<file path="config.mk">
export PLATFORM = sky130hd
export DESIGN_NAME = mt_twist
export DESIGN_NICKNAME = d
export VERILOG_FILES = /design/src/design/mt19937_generator_defines.svh /design/src/design/mt_pkg.sv /design/src/design/mt_twist.sv
export SDC_FILE = /design/constraint.sdc
export NUM_CORES = 1
export LEC_CHECK = 0
export ABC_CLOCK_PERIOD_IN_PS = 2200
export BUFFER_PORTS_ARGS = -buffer_cell sky130_fd_sc_hd__buf_2
export CAP_MARGIN = 20
export CORE_MARGIN = 2
export CORE_UTILIZATION = 32
export DETAILED_ROUTE_END_ITERATION = 16
export PLACE_DENSITY = 0.85
export SLEW_MARGIN = 20
export SYNTH_ARGS = -nofsm -noshare
export SYNTH_HDL_FRONTEND = slang
export SYNTH_SLANG_ARGS = --single-unit
</file>
<file path="constraint.sdc">
create_clock -name vclk -period 2.2
set_input_delay 0.44 -clock vclk [all_inputs]
set_output_delay 0.44 -clock vclk [all_outputs]
set_load 0.005 [all_outputs]
</file>
<file path="src/design/mt19937_generator_defines.svh">
// Assertion macros used by the generator RTL.
`ifndef MT19937_GENERATOR_DEFINES_SVH
`define MT19937_GENERATOR_DEFINES_SVH

// Same-cycle implication, checked on the rising clock edge outside reset.
`define MT_ASSERT_NOW(label, clk, rst_n, ante, cons) \
    label: assert property (@(posedge clk) disable iff (!rst_n) (ante) |-> (cons)) \
        else $error("mt19937 check failed");

// Next-cycle implication, checked on the rising clock edge outside reset.
`define MT_ASSERT_NEXT(label, clk, rst_n, ante, cons) \
    label: assert property (@(posedge clk) disable iff (!rst_n) (ante) |=> (cons)) \
        else $error("mt19937 check failed");

`endif

</file>
<file path="src/design/mt_pkg.sv">
`default_nettype none

package mt_pkg;

    localparam int WORD_W       = 32;
    localparam int STATE_WORDS  = 624;
    localparam int TWIST_OFFSET = 397;
    localparam int IDX_W        = $clog2(STATE_WORDS);

    localparam logic [WORD_W-1:0] INIT_MULT  = 32'h6c078965;
    localparam logic [WORD_W-1:0] UPPER_MASK = 32'h80000000;
    localparam logic [WORD_W-1:0] LOWER_MASK = 32'h7fffffff;
    localparam logic [WORD_W-1:0] MATRIX_A   = 32'h9908b0df;
    localparam logic [WORD_W-1:0] TEMPER_B   = 32'h9d2c5680;
    localparam logic [WORD_W-1:0] TEMPER_C   = 32'hefc60000;

    localparam logic [WORD_W-1:0] DEFAULT_SEED_RESET = 32'd5489;

    // Action codes carried in tuser.
    localparam logic ACT_EXTRACT = 1'b0;
    localparam logic ACT_SEED    = 1'b1;

    typedef logic [WORD_W-1:0] word_t;

endpackage

`default_nettype wire

</file>
<file path="src/design/mt_twist.sv">
`default_nettype none

// Twist the head word with its successor and the far tap, then temper.
module mt_twist
    import mt_pkg::*;
(
    input  word_t cur_word,
    input  word_t next_word,
    input  word_t far_word,
    output word_t twisted,
    output word_t tempered
);

    word_t y;
    word_t t0;
    word_t t1;
    word_t t2;

    always_comb
    begin
        y = (cur_word & UPPER_MASK) | (next_word & LOWER_MASK);
        twisted = far_word ^ (y >> 1);
        if (y[0])
        begin
            twisted = twisted ^ MATRIX_A;
        end
        t0 = twisted ^ (twisted >> 11);
        t1 = t0 ^ ((t0 << 7) & TEMPER_B);
        t2 = t1 ^ ((t1 << 15) & TEMPER_C);
        tempered = t2 ^ (t2 >> 18);
    end

endmodule

`default_nettype wire

</file>
==> impl_metrics.yaml <==
status:
  run_status: "finished clean"
synth:
  synth.distinct_cells: 11
  synthesis.yosys.warnings: 0
  synthesis.area_per_instance_sq_um: 9.76
  synthesized_area_sq_um: 1120
  synth_top_cell_by_area: "sky130_fd_sc_hd__xnor2_1"
  synth.net_count: 211
  synth_sequential_area_ratio_pct: 0
  synth_area_leaders: "sky130_fd_sc_hd__xnor2_1, sky130_fd_sc_hd__xor2_1, sky130_fd_sc_hd__xnor3_1"
  netlist_top_cells_count: "sky130_fd_sc_hd__xnor2_1, sky130_fd_sc_hd__xor2_1, sky130_fd_sc_hd__inv_1"
  post-synth-top-count-cell: "sky130_fd_sc_hd__xnor2_1"
  synth_largest_type_area_fraction_pct: 49.9
  syn_inst: 115
placed_design:
  dp.final_hpwl_um: 3070
  place_ws_ps: -156
  placement.cell_area_sq_um: 2010
  port_buffers: 128
  gp_routability_congestion: 0.770
layout:
  drive_gt1_share_pct: 66.4
  final_util_pct: 65.1
  nClkBuffers: 0
  filler_cell_count: 267
  diodes: 0
  design.seq.count: 0
  multi_input_comb_area_sq_um: 1190
  sequential_cell_area_sq_um: 0
  postLayoutCellArea_sq_um: 2190
  net_count_of_the_finished_layout: 369
  syn2layout_area_growth_pct: 95.2
die:
  die_height_um: 63.2
  top_level_ports: 160
  core_sq_um: 3360
  die-width_um: 63.2
  die_outline_area_sq_um: 4000
  initial_core_util_pct: 33.4
  floorplan.rows: 21
timing:
  timing.fmax_mhz: 455
  finalWorstSetupSlack_ps: 0.997
  rsz0062_at_grt: "yes"
  setup_total_negative_slack_ps: 0
  finalSetupViolations: 0
  final_min_period_over_clock_period_pct: 100
  max_slew_margin_pct: 68.4
  min_period_ps: 2200
  hold_viol_final: 0
  final-max-slew-violation-count: 0
  worst_slew_pin_slew_ps: 470
power_and_ir_drop:
  pwr_density_cell_nw_per_um2: 661
  peakVddDrop_v: 0.000427
  cellLeakagePower_nw: 1.19
  p_comb_share_pct: 100.0
  clock_power_share_pct: 0
  power_frac_seq_pct: 0
  power.net_switching_mw: 0.608
  power.share.switching_pct: 42.0
  finalPower_mw: 1.45
  internal_power_mw: 0.841
setup_path:
  critPathRequiredTime_ps: 1760
  critPathKind: "in2out"
  crit_fanout: 2
  cp_data_arrival_time_ps: 1760
  worst_setup_path_start_kind: "primary input"
  timing.critical_path.to_type: "output port"
grt:
  overflow: 0
  grtUsageTotal_pct: 16.3
  grt_max_degree: 7
  grt_antenna_before_repair: 0
  via_count_of_the_first_global_routing_pass: 1334
  first_pass_grt_wire_length_um: 5450
detailed_routing:
  detail_route.vias_per_cell: 4.23
  wl_per_cell_um: 11.5
  detail_route.drc_violations: 0
  drt_iter0_markers: 24
  wirelength_um: 3630
  number_of_vias_after_detailed_routing: 1342
  final_antenna_net_count: 0
  detailedRoute.firstPassIterationCount: 4
worst_hold_path:
  timing.hold.worst.class: "in2out"
run:
  maxCapViolCount: 0
clocking:
  postCtsHoldBufs: 0
## cell usage in the layout, fill, tap and decap left out
master,instances
sky130_fd_sc_hd__inv_1,9
sky130_fd_sc_hd__buf_6,7
sky130_fd_sc_hd__xnor2_1,54
sky130_fd_sc_hd__xnor2_2,11
sky130_fd_sc_hd__xnor3_2,3
sky130_fd_sc_hd__xor3_1,1
sky130_fd_sc_hd__buf_4,28
sky130_fd_sc_hd__xor2_4,1
sky130_fd_sc_hd__xnor3_1,3
sky130_fd_sc_hd__xor2_2,4
sky130_fd_sc_hd__xor3_2,2
sky130_fd_sc_hd__buf_2,123
sky130_fd_sc_hd__xor2_1,24
sky130_fd_sc_hd__xnor2_4,1
## path summary, 6_finish.rpt
check	start	to	slack, ps	depth (start not counted)
hold / removal	far_word[10]	twisted[10]	1150	3
setup / recovery	far_word[3]	tempered[0]	1	7
## power by group through the flow
stage	combinational [mW]	clock, mW	sequential (mW)
6_report	1.45	0	0
5_1_grt	1.57	0	0
4_1_cts	1.40	0	0
3_5_place_dp	1.36	0	0
3_3_place_gp	1.33	0	0
2_1_floorplan	0.744	0	0
## routing by layer
layer  global-route usage [%]  up-vias  share of wire (%)
met5                        0        -                  0
met4                    0.543        0               0.39
met3                     2.32        2                8.5
met2                     35.8       82                 55
met1                     16.6      602                 36
li1                         -      656                  -
## final cells by class
class                           instances  area share (%)
Multi-Input combinational cell        104            54.5
Inverter                                9            1.54
Timing Repair Buffer                  158            41.3
Tap cell                               46            2.63
## stage by stage
step / instances / hold WS (ps)
2_1_floorplan: 115 / 948
3_3_place_gp: 315 / 1160
3_5_place_dp: 315 / 1160
4_1_cts: 317 / 1160
5_1_grt: 317 / 1170
6_report: 317 / 1150
## kinds of logic after synthesis
logic type / synth area share, %
buffers and inverters: 4.46
XOR/XNOR: 95.5
## critical path: stages
cell and delay, ps:
sky130_fd_sc_hd__buf_6 60, sky130_fd_sc_hd__xnor3_2 410, sky130_fd_sc_hd__buf_6 130, sky130_fd_sc_hd__xor2_1 150, sky130_fd_sc_hd__xnor3_1 260, sky130_fd_sc_hd__xnor2_1 160
sky130_fd_sc_hd__buf_2 140
## repair_timing
item | CTS | global route
resized for setup | 11 | 14
endpoints found under the setup margin | 12 | 11
pin swaps | 6 | 7
endpoints found under the hold margin | 0 | 0
buffers inserted | 2 | 0
(Power assumes the default switching activity.)
