--- src/design/mt19937_generator_defines.svh ---
// Assertion macros used by the generator RTL.
`ifndef MT19937_GENERATOR_DEFINES_SVH
`define MT19937_GENERATOR_DEFINES_SVH

// Same-cycle implication, checked on the rising clock edge outside reset.
`define MT_ASSERT_NOW(label, clk, rst_n, ante, cons) \
    label: assert property (@(posedge clk) disable iff (!rst_n) (ante) |-> (cons)) \
        else $error("mt19937 check failed");

// Next-cycle implication, checked on the rising clock edge outside reset.
`define MT_ASSERT_NEXT(label, clk, rst_n, ante, cons) \
    label: assert property (@(posedge clk) disable iff (!rst_n) (ante) |=> (cons)) \
        else $error("mt19937 check failed");

`endif

--- src/design/mt_pkg.sv ---
`default_nettype none

package mt_pkg;

    localparam int WORD_W       = 32;
    localparam int STATE_WORDS  = 624;
    localparam int TWIST_OFFSET = 397;
    localparam int IDX_W        = $clog2(STATE_WORDS);

    localparam logic [WORD_W-1:0] INIT_MULT  = 32'h6c078965;
    localparam logic [WORD_W-1:0] UPPER_MASK = 32'h80000000;
    localparam logic [WORD_W-1:0] LOWER_MASK = 32'h7fffffff;
    localparam logic [WORD_W-1:0] MATRIX_A   = 32'h9908b0df;
    localparam logic [WORD_W-1:0] TEMPER_B   = 32'h9d2c5680;
    localparam logic [WORD_W-1:0] TEMPER_C   = 32'hefc60000;

    localparam logic [WORD_W-1:0] DEFAULT_SEED_RESET = 32'd5489;

    // Action codes carried in tuser.
    localparam logic ACT_EXTRACT = 1'b0;
    localparam logic ACT_SEED    = 1'b1;

    typedef logic [WORD_W-1:0] word_t;

endpackage

`default_nettype wire

--- src/design/mt_cell.sv ---
`default_nettype none

// One state word of the ring; loads its neighbor's word on a shift.
module mt_cell
    import mt_pkg::*;
(
    input  wire   clk,
    input  wire   shift,
    input  word_t din,
    output word_t dout
);

    word_t word_reg;

    always_ff @(posedge clk)
    begin
        if (shift)
        begin
            word_reg <= din;
        end
    end

    assign dout = word_reg;

endmodule

`default_nettype wire

--- config.mk ---
export PLATFORM = sky130hd
export DESIGN_NAME = mt_cell
export DESIGN_NICKNAME = d
export VERILOG_FILES = /design/src/design/mt19937_generator_defines.svh /design/src/design/mt_pkg.sv /design/src/design/mt_cell.sv
export SDC_FILE = /design/constraint.sdc
export NUM_CORES = 1
export LEC_CHECK = 0
export BUFFER_PORTS_ARGS = -buffer_cell sky130_fd_sc_hd__buf_2
export CAP_MARGIN = 20
export CORE_UTILIZATION = 42
export DETAILED_ROUTE_END_ITERATION = 12
export HOLD_SLACK_MARGIN = 0.08
export PLACE_DENSITY = 0.81
export SETUP_SLACK_MARGIN = 0.1
export SYNTH_ARGS = -nofsm -noshare
export SYNTH_HDL_FRONTEND = slang
export SYNTH_SLANG_ARGS = --single-unit
--- constraint.sdc ---
create_clock -name clk -period 0.9 [get_ports clk]
set_input_delay 0.045 -clock clk [delete_from_list [all_inputs] [get_ports clk]]
set_output_delay 0.045 -clock clk [all_outputs]
set_load 0.05 [all_outputs]
==> flow_summary.yaml, run 1 <==
timing:
  period_share: 1.06
  setup_slack_ns: -0.0537
  whs_ns: 0.180
  slew_viol_final: 0
  period_minus_slack_ns: 0.954
  slew_headroom: 0.889
  fmax_mhz: 1050
  final-hold-violation-count: 0
  rsz0062_at_grt: "yes"
  setup_violations: 31
  tightest_slew_ns: 0.167
routing:
  firstDrtPassIters: 4
  via_per_inst: 4.42
  postRouteAntennaNets: 0
  route.detailed.drc: 0
  num_vias: 729
  wire_per_inst_um: 16.2
  wl_um: 2670
  drtIter0Drc: 12
clock_network:
  cts_buffer_depth: 2
  cts_tree: "yes"
  cts_made_buffers: 5
  cts.sinks: 32
  h-tree-depth: 2
  post_cts_buffers: 0
  cts-root-buf: "clkbuf_4"
  clk_pin_slew_worst_paths_ns: 0.09
grt:
  antenna_found_initial: 0
  grt_pass1_vias: 783
  grt_max_degree: 33
  grt.total_usage: 0.243
  grt-ovfl-total: 0
  grt_pass1_wl_um: 3840
place:
  numPortBuffers: 65
  routabilityCongestion: 0.579
  dp_cells: 125
critical_path:
  path_depth: 1
  path_class: "reg -> out"
  crit_arrival_ns: 0.91
  max_stage_delay_ns: 0.42
  critical-path-top-delay-family: "flip-flops"
  startpoint_type: "flop"
  path_cells: "buf_6"
  startpoint: "dout[3]"
  slowest_stage: "edfxtp_1"
  required_ns: 0.85
  cp_num_buf_inv: 1
  crit_path_end_kind: "output pin"
  crit_path_max_fanout: 1
floorplanning:
  boundaryPins: 66
  die_h_um: 49.8
  fp.dieArea_um2: 2480
  die_width_um: 49.8
  rows: 16
  core_um2: 2060
  initial_utilization: 0.466
yosys:
  ys_warn_count: 0
  synth_nets: 66
  synth_seq_cells: 32
  netlist_area_um2: 961
  syn_inst: 32
  synth_fa_ha_area_frac: 0
  syn_area_per_cell_um2: 30.0
  yosysSeqAreaShare: 1.00
  synth_compound_area_frac: 0
  synth_xor_area_frac: 0
  synthMuxAreaShare: 0
  synth.distinct_cells: 1
  synthSimpleGateAreaFrac: 0
status:
  violations: "setup timing"
  status: "finished with violations"
hold_path:
  hold_path.class: "in -> reg"
  holdPathStages: 2
  min_from: "shift"
finish:
  syn_to_final_growth_pct: 98.7
  largest_register_ffs: 32
  fillCellCount: 67
  nMultiInputCombCells: 0
  multi_input_area_um2: 0
  layout.nets: 171
  drive_above_1_share: 0.514
  seq_area_um2: 961
  n_antenna_cell: 0
  fin_cells: 165
pwr:
  p_leak_nw: 0.807
  peakVddDrop_mv: 1.72
  power.density_nw_per_um2: 1800
job:
  drv_cap: 0
## final timing paths
check      end  slack (ns)
max    dout[3]       -0.05
min    dout[3]        0.18
## per-stage QoR
| stage | util | instance area [µm²] | total power (W) | setup WS, ns | TNS, ns |
|---|---|---|---|---|---|
| 2_1_floorplan | - | 961 | 0.00225 | 0.254 | 0 |
| 3_3_place_gp | 0.650 | 1340 | 0.00244 | 0.249 | 0 |
| 3_5_place_dp | 0.650 | 1340 | 0.00245 | 0.242 | 0 |
| 4_1_cts | 0.926 | 1910 | 0.00342 | -0.0447 | -0.694 |
| 5_1_grt | 0.926 | 1910 | 0.00355 | -0.0854 | -1.84 |
| 6_report | 0.926 | 1910 | 0.00344 | -0.0537 | -0.683 |
## area by class of cell
| cell class | instances | area share |
|---|---|---|
| Clock buffer | 7 | 0.0236 |
| Clock inverter | 1 | 0.00197 |
| Sequential cell | 32 | 0.503 |
| Tap cell | 27 | 0.0177 |
| Timing Repair Buffer | 98 | 0.453 |
## logic make-up after synthesis
group and Yosys count:
DFF 32
## Yosys cell counts
cell	number	share of area
edfxtp_1	32	1.0
## metal layers
layer,wire (µm),share of wire,global-route usage
met5,0,0,0
met2,1540,0.58,0.450
met3,186,0.070,0.102
met1,885,0.33,0.215
met4,61,0.023,0.133
## cells in the final DEF, fill, tap and decap left out, drive strengths merged
master        n
buf          66
clkbuf        7
clkinv        1
dlygate4sd3  32
edfxtp       32
## power by group
part	switching, W	internal [W]
clock network	0.000425	0.000300
logic	0.000525	0.000359
registers	0.0000564	0.00177
total	0.00101	0.00243
## what timing repair did
action | in CTS | in global routing
gates resized for setup | 64 | 0
hold buffers | 32 | 0
hold endpoints to repair | 32 | 0
endpoints found under the setup margin | 32 | 32
Power figures use the tool's default switching activity.
==> run 2: changes to the inputs <==
BUFFER_PORTS_ARGS = -buffer_cell sky130_fd_sc_hd__buf_4   (was -buffer_cell sky130_fd_sc_hd__buf_2)
MAX_ROUTING_LAYER = met4   (was not set)
PLACE_DENSITY = 0.86   (was 0.81)
==> flow_summary.yaml, run 2 <==
clock_network:
  post_cts_buffers: 0
  cts.sinks: 32
  holdBufCountCts: 32
  cts.repair.resized: 32
  cts-root-buf: "clkbuf_4"
  cts_made_buffers: 5
  h-tree-depth: 2
  cts_buffer_depth: 2
floorplanning:
  boundaryPins: 66
  die_h_um: 49.8
  initial_utilization: 0.466
  die_width_um: 49.8
  rows: 16
status:
  tool.error: "[ERROR DPL-0033] detailed placement checks failed during check placement."
  lastStage: "clock tree synthesis"
  status: "stopped before the end"
yosys:
  synth_top_cells_by_area: "edfxtp_1 100%"
  async_reset_ff_frac: 0
  synth-main-ff-cell: "edfxtp_1"
  synth.distinct_cells: 1
  yosysSeqAreaShare: 1.00
  synth.most_common_cell: "edfxtp_1"
  yosys-top-cells-count: "32 x edfxtp_1"
  netlist_area_um2: 961
  synth.largest_area_cell: "edfxtp_1"
  synth_nets: 66
  synth_seq_cells: 32
  syn_inst: 32
  syn_area_per_cell_um2: 30.0
  netlist.area_leader.share: 1.00
  ys_warn_count: 0
  synth-edff-count: 32
place:
  dp_cells: 124
  numPortBuffers: 65
  routabilityCongestion: 0.606
  place_area_um2: 1480
run 2: cell counts after synthesis:
Identical to the previous run, type by type.
run 2: cell families after synthesis:
logic type  after synthesis  share of synthesized area
DFF                      32                       1.00
run 2: stage by stage:
step                      hold WS, ns  setup slack, ns
after global placement          0.223            0.177
after floorplan                 0.144            0.254
after detailed placement        0.224            0.161
==> run 3: changes to the inputs <==
CORE_AREA = 2 2 63 65   (was not set)
CORE_UTILIZATION = not set   (was 42)
DIE_AREA = 0 0 65 67   (was not set)
HOLD_SLACK_MARGIN = not set   (was 0.08)
MAX_ROUTING_LAYER = not set   (was met4)
PLACE_DENSITY = not set   (was 0.86)
PLACE_DENSITY_LB_ADDON = 0.15   (was not set)
SETUP_SLACK_MARGIN = not set   (was 0.1)
==> flow_summary.yaml, run 3 (synthesis results as in run 1) <==
critical_path:
  path_class: "reg -> out"
  crit_path_end_kind: "output pin"
  required_ns: 0.85
  crit_path_max_fanout: 1
  critical-path-top-delay-family: "flip-flops"
  max_stage_delay_ns: 0.40
  startpoint_type: "flop"
  crit_arrival_ns: 0.85
  path_cells: "buf_6"
  cp_num_buf_inv: 1
  slowest_stage: "edfxtp_1"
clock_network:
  cts-root-buf: "clkbuf_8"
  clk_pin_slew_worst_paths_ns: 0.06
  cts.sinks: 32
  cts_made_buffers: 5
  cts_buffer_depth: 2
  cts_tree: "yes"
  post_cts_buffers: 0
  h-tree-depth: 2
finish:
  n_antenna_cell: 0
  syn_to_final_growth_pct: 111
  final_common_cell: "buf_4"
  fillCellCount: 300
  largest_register_ffs: 32
  final_area_um2: 2030
  drive_above_1_share: 0.511
  final_cell_mix: "33 x buf_4, 32 x edfxtp_1, 32 x dlygate4sd3_1, 32 x buf_6, 5 x clkbuf_8"
  seq_area_um2: 961
  layout.nets: 170
  final_util: 0.563
  nMultiInputCombCells: 0
  multi_input_area_um2: 0
floorplanning:
  initial_utilization: 0.266
  core_um2: 3610
  die_width_um: 65
  boundaryPins: 66
  die_h_um: 67
  fp.dieArea_um2: 4360
  rows: 22
timing:
  tightest_slew_ns: 0.402
  whs_ns: 0.225
  slew_viol_final: 0
  rsz0062_at_grt: "yes"
  final-hold-violation-count: 0
  setup_slack_ns: 0.00991
  fmax_mhz: 1120
  period_share: 0.989
  period_minus_slack_ns: 0.890
  setup_violations: 0
  slew_headroom: 0.732
routing:
  drtIter0Drc: 32
  via_per_inst: 3.85
  wl_um: 2270
  postRouteAntennaNets: 0
  num_vias: 713
  wire_per_inst_um: 12.2
  route.detailed.drc: 0
  firstDrtPassIters: 3
pwr:
  p_switching_w: 0.00103
  power_frac_seq: 0.489
  switching_share: 0.276
  internal_power_w: 0.00270
  p_leak_nw: 0.839
  p_clk_frac: 0.268
  power.density_nw_per_um2: 1840
  power_w: 0.00373
  pwr-share-comb: 0.242
  peakVddDrop_mv: 0.927
grt:
  antenna_found_initial: 0
  grt-ovfl-total: 0
  grt_pass1_wl_um: 3120
  grt.total_usage: 0.102
  grt_pass1_vias: 709
  grt_max_degree: 33
hold_path:
  hold_path.class: "in -> reg"
status:
  status: "complete, no violations"
place:
  routabilityCongestion: 0.617
  place_ws_ns: 0.136
  place_area_um2: 1510
  numPortBuffers: 65
job:
  drv_cap: 0
-- run 3: layout make-up --
cell class | instances | share of cell area
Clock buffer | 7 | 0.0376
Clock inverter | 1 | 0.00185
Sequential cell | 32 | 0.473
Tap cell | 48 | 0.0296
Timing Repair Buffer | 97 | 0.457
-- run 3: power by group through the flow --
stage                     Clock (W)  Combinational, W  Sequential, W
after floorplan                   0                 0        0.00225
after global placement            0          0.000721        0.00183
after detailed placement          0          0.000723        0.00183
after CTS                   0.00104          0.000849        0.00181
after global routing        0.00111          0.000935        0.00184
final                       0.00100          0.000904        0.00183
-- run 3: through the flow --
| step | TNS (ns) | instances |
|---|---|---|
| final | 0 | 185 |
| after global routing | -0.187 | 185 |
| after CTS | -0.00467 | 185 |
| after detailed placement | 0 | 145 |
| after global placement | 0 | 145 |
| after floorplan | 0 | 32 |
-- run 3: final timing paths --
| path | endpoint | slack [ns] | start | cells past startpoint |
|---|---|---|---|---|
| max | dout[25] | 0.01 | dout[25] | 1 |
| min | dout[13] | 0.23 | shift | 1 |
-- run 3: metal layers --
metal | track usage | vias to the layer above | share of wire
li1 | - | 336 | -
met1 | 0.0978 | 334 | 0.33
met2 | 0.180 | 40 | 0.57
met3 | 0.0591 | 3 | 0.093
met4 | 0.0399 | 0 | 0.012
met5 | 0 | - | 0
-- run 3: timing repair --
item | CTS | global route
cloned | 0 | 0
hold buffers | 32 | 0
gates resized for setup | 7 | 25
endpoints found under the hold margin | 32 | 0
endpoints found under the setup margin | 7 | 32
==> run 4: changes to the inputs <==
ABC_AREA = 1   (was not set)
CORE_AREA = 5 5 66 68   (was 2 2 63 65)
DIE_AREA = 0 0 71 73   (was 0 0 65 67)
==> flow_summary.yaml, run 4 (synthesis results as in run 1) <==
routing:
  firstDrtPassIters: 3
  route.detailed.drc: 0
  via_per_inst: 3.69
  postRouteAntennaNets: 0
  wl_um: 2270
  wire_per_inst_um: 12.2
  drtIter0Drc: 7
  num_vias: 687
finish:
  layout.nets: 170
  nMultiInputCombCells: 0
  drive_above_1_share: 0.515
  fin_cells: 186
  syn_to_final_growth_pct: 109
  final_common_cell: "buf_4"
  final_area_um2: 2010
  n_antenna_cell: 0
  final_cell_mix: "38 x buf_4, 32 x edfxtp_1, 32 x dlygate4sd3_1"
  largest_register_ffs: 32
  multi_input_area_um2: 0
floorplanning:
  fp.dieArea_um2: 5180
  boundaryPins: 66
  core_um2: 3800
  initial_utilization: 0.253
  die_width_um: 71
  die_h_um: 73
  rows: 23
pwr:
  peakVddDrop_mv: 1.17
  switching_share: 0.275
  p_switching_w: 0.00101
  pwr-share-comb: 0.243
  internal_power_w: 0.00266
  p_leak_nw: 0.832
  power_frac_seq: 0.497
  p_clk_frac: 0.261
  power.density_nw_per_um2: 1830
timing:
  setup_slack_ns: 0.0198
  fmax_mhz: 1140
  period_minus_slack_ns: 0.880
  tightest_slew_ns: 0.400
  whs_ns: 0.225
  slew_headroom: 0.733
  setup_violations: 0
  final-hold-violation-count: 0
  period_share: 0.978
  slew_viol_final: 0
  rsz0062_at_grt: "yes"
status:
  status: "complete, no violations"
place:
  dp_cells: 147
  place_ws_ns: 0.133
  routabilityCongestion: 0.648
  place_area_um2: 1510
  numPortBuffers: 65
grt:
  grt_max_degree: 33
  grt_pass1_wl_um: 3340
  grt-ovfl-total: 0
  grt_pass1_vias: 720
  antenna_found_initial: 0
  grt.total_usage: 0.0888
critical_path:
  cp_num_buf_inv: 1
  crit_arrival_ns: 0.84
  path_cells: "buf_6"
  crit_path_max_fanout: 1
  max_stage_delay_ns: 0.39
  path_class: "reg -> out"
  crit_path_end_kind: "output pin"
  required_ns: 0.85
  startpoint_type: "flop"
  critical-path-top-delay-family: "flip-flops"
  slowest_stage: "edfxtp_1"
clock_network:
  h-tree-depth: 2
  cts-root-buf: "clkbuf_8"
  cts_buffer_depth: 2
  clk_pin_slew_worst_paths_ns: 0.06
  post_cts_buffers: 0
  cts_made_buffers: 5
  cts.sinks: 32
  cts_tree: "yes"
job:
  drv_cap: 0
hold_path:
  hold_path.class: "in -> reg"
==> run 4: power by group through the flow <==
stage	combinational [W]	sequential (W)	clock (W)
2_1_floorplan	0	0.00225	0
3_3_place_gp	0.000727	0.00184	0
5_1_grt	0.000926	0.00183	0.00107
4_1_cts	0.000859	0.00181	0.00101
3_5_place_dp	0.000728	0.00183	0
6_report	0.000891	0.00182	0.000957
==> run 4: area by class of cell <==
class / instances / area, µm²
fillers: 324 / 1790
flip-flops and latches: 32 / 961
repair buffers: 97 / 910
clock buffers: 5 / 68.8
well taps: 50 / 62.6
clock inverters: 2 / 7.51
==> run 4: worst paths after layout <==
| path | startpoint | to | slack, ns | cells after the start |
|---|---|---|---|---|
| worst min-delay path | shift | dout[13] | 0.22 | 1 |
| worst max-delay path | dout[13] | dout[13] | 0.02 | 1 |
==> run 4: through the flow <==
stage	power, W	setup TNS [ns]	utilization
after floorplan	0.00225	0	-
after global placement	0.00256	0	0.398
after detailed placement	0.00256	0	0.398
after CTS	0.00368	-0.00363	0.511
after global routing	0.00383	-0.180	0.529
final	0.00367	0	0.529
==> run 4: routing by layer <==
metal,vias up,routed length [µm],share of wire,track usage
met5,-,0,0,0
met1,302,805,0.35,0.0880
met4,0,42,0.018,0.0438
met2,45,1070,0.47,0.135
met3,5,354,0.16,0.0702
li1,335,-,-,-
==> run 4: repair_timing <==
| item | CTS | global route |
|---|---|---|
| resized for setup | 9 | 18 |
| hold buffers | 32 | 0 |
| setup endpoints to repair | 9 | 25 |
| endpoints found under the hold margin | 32 | 0 |
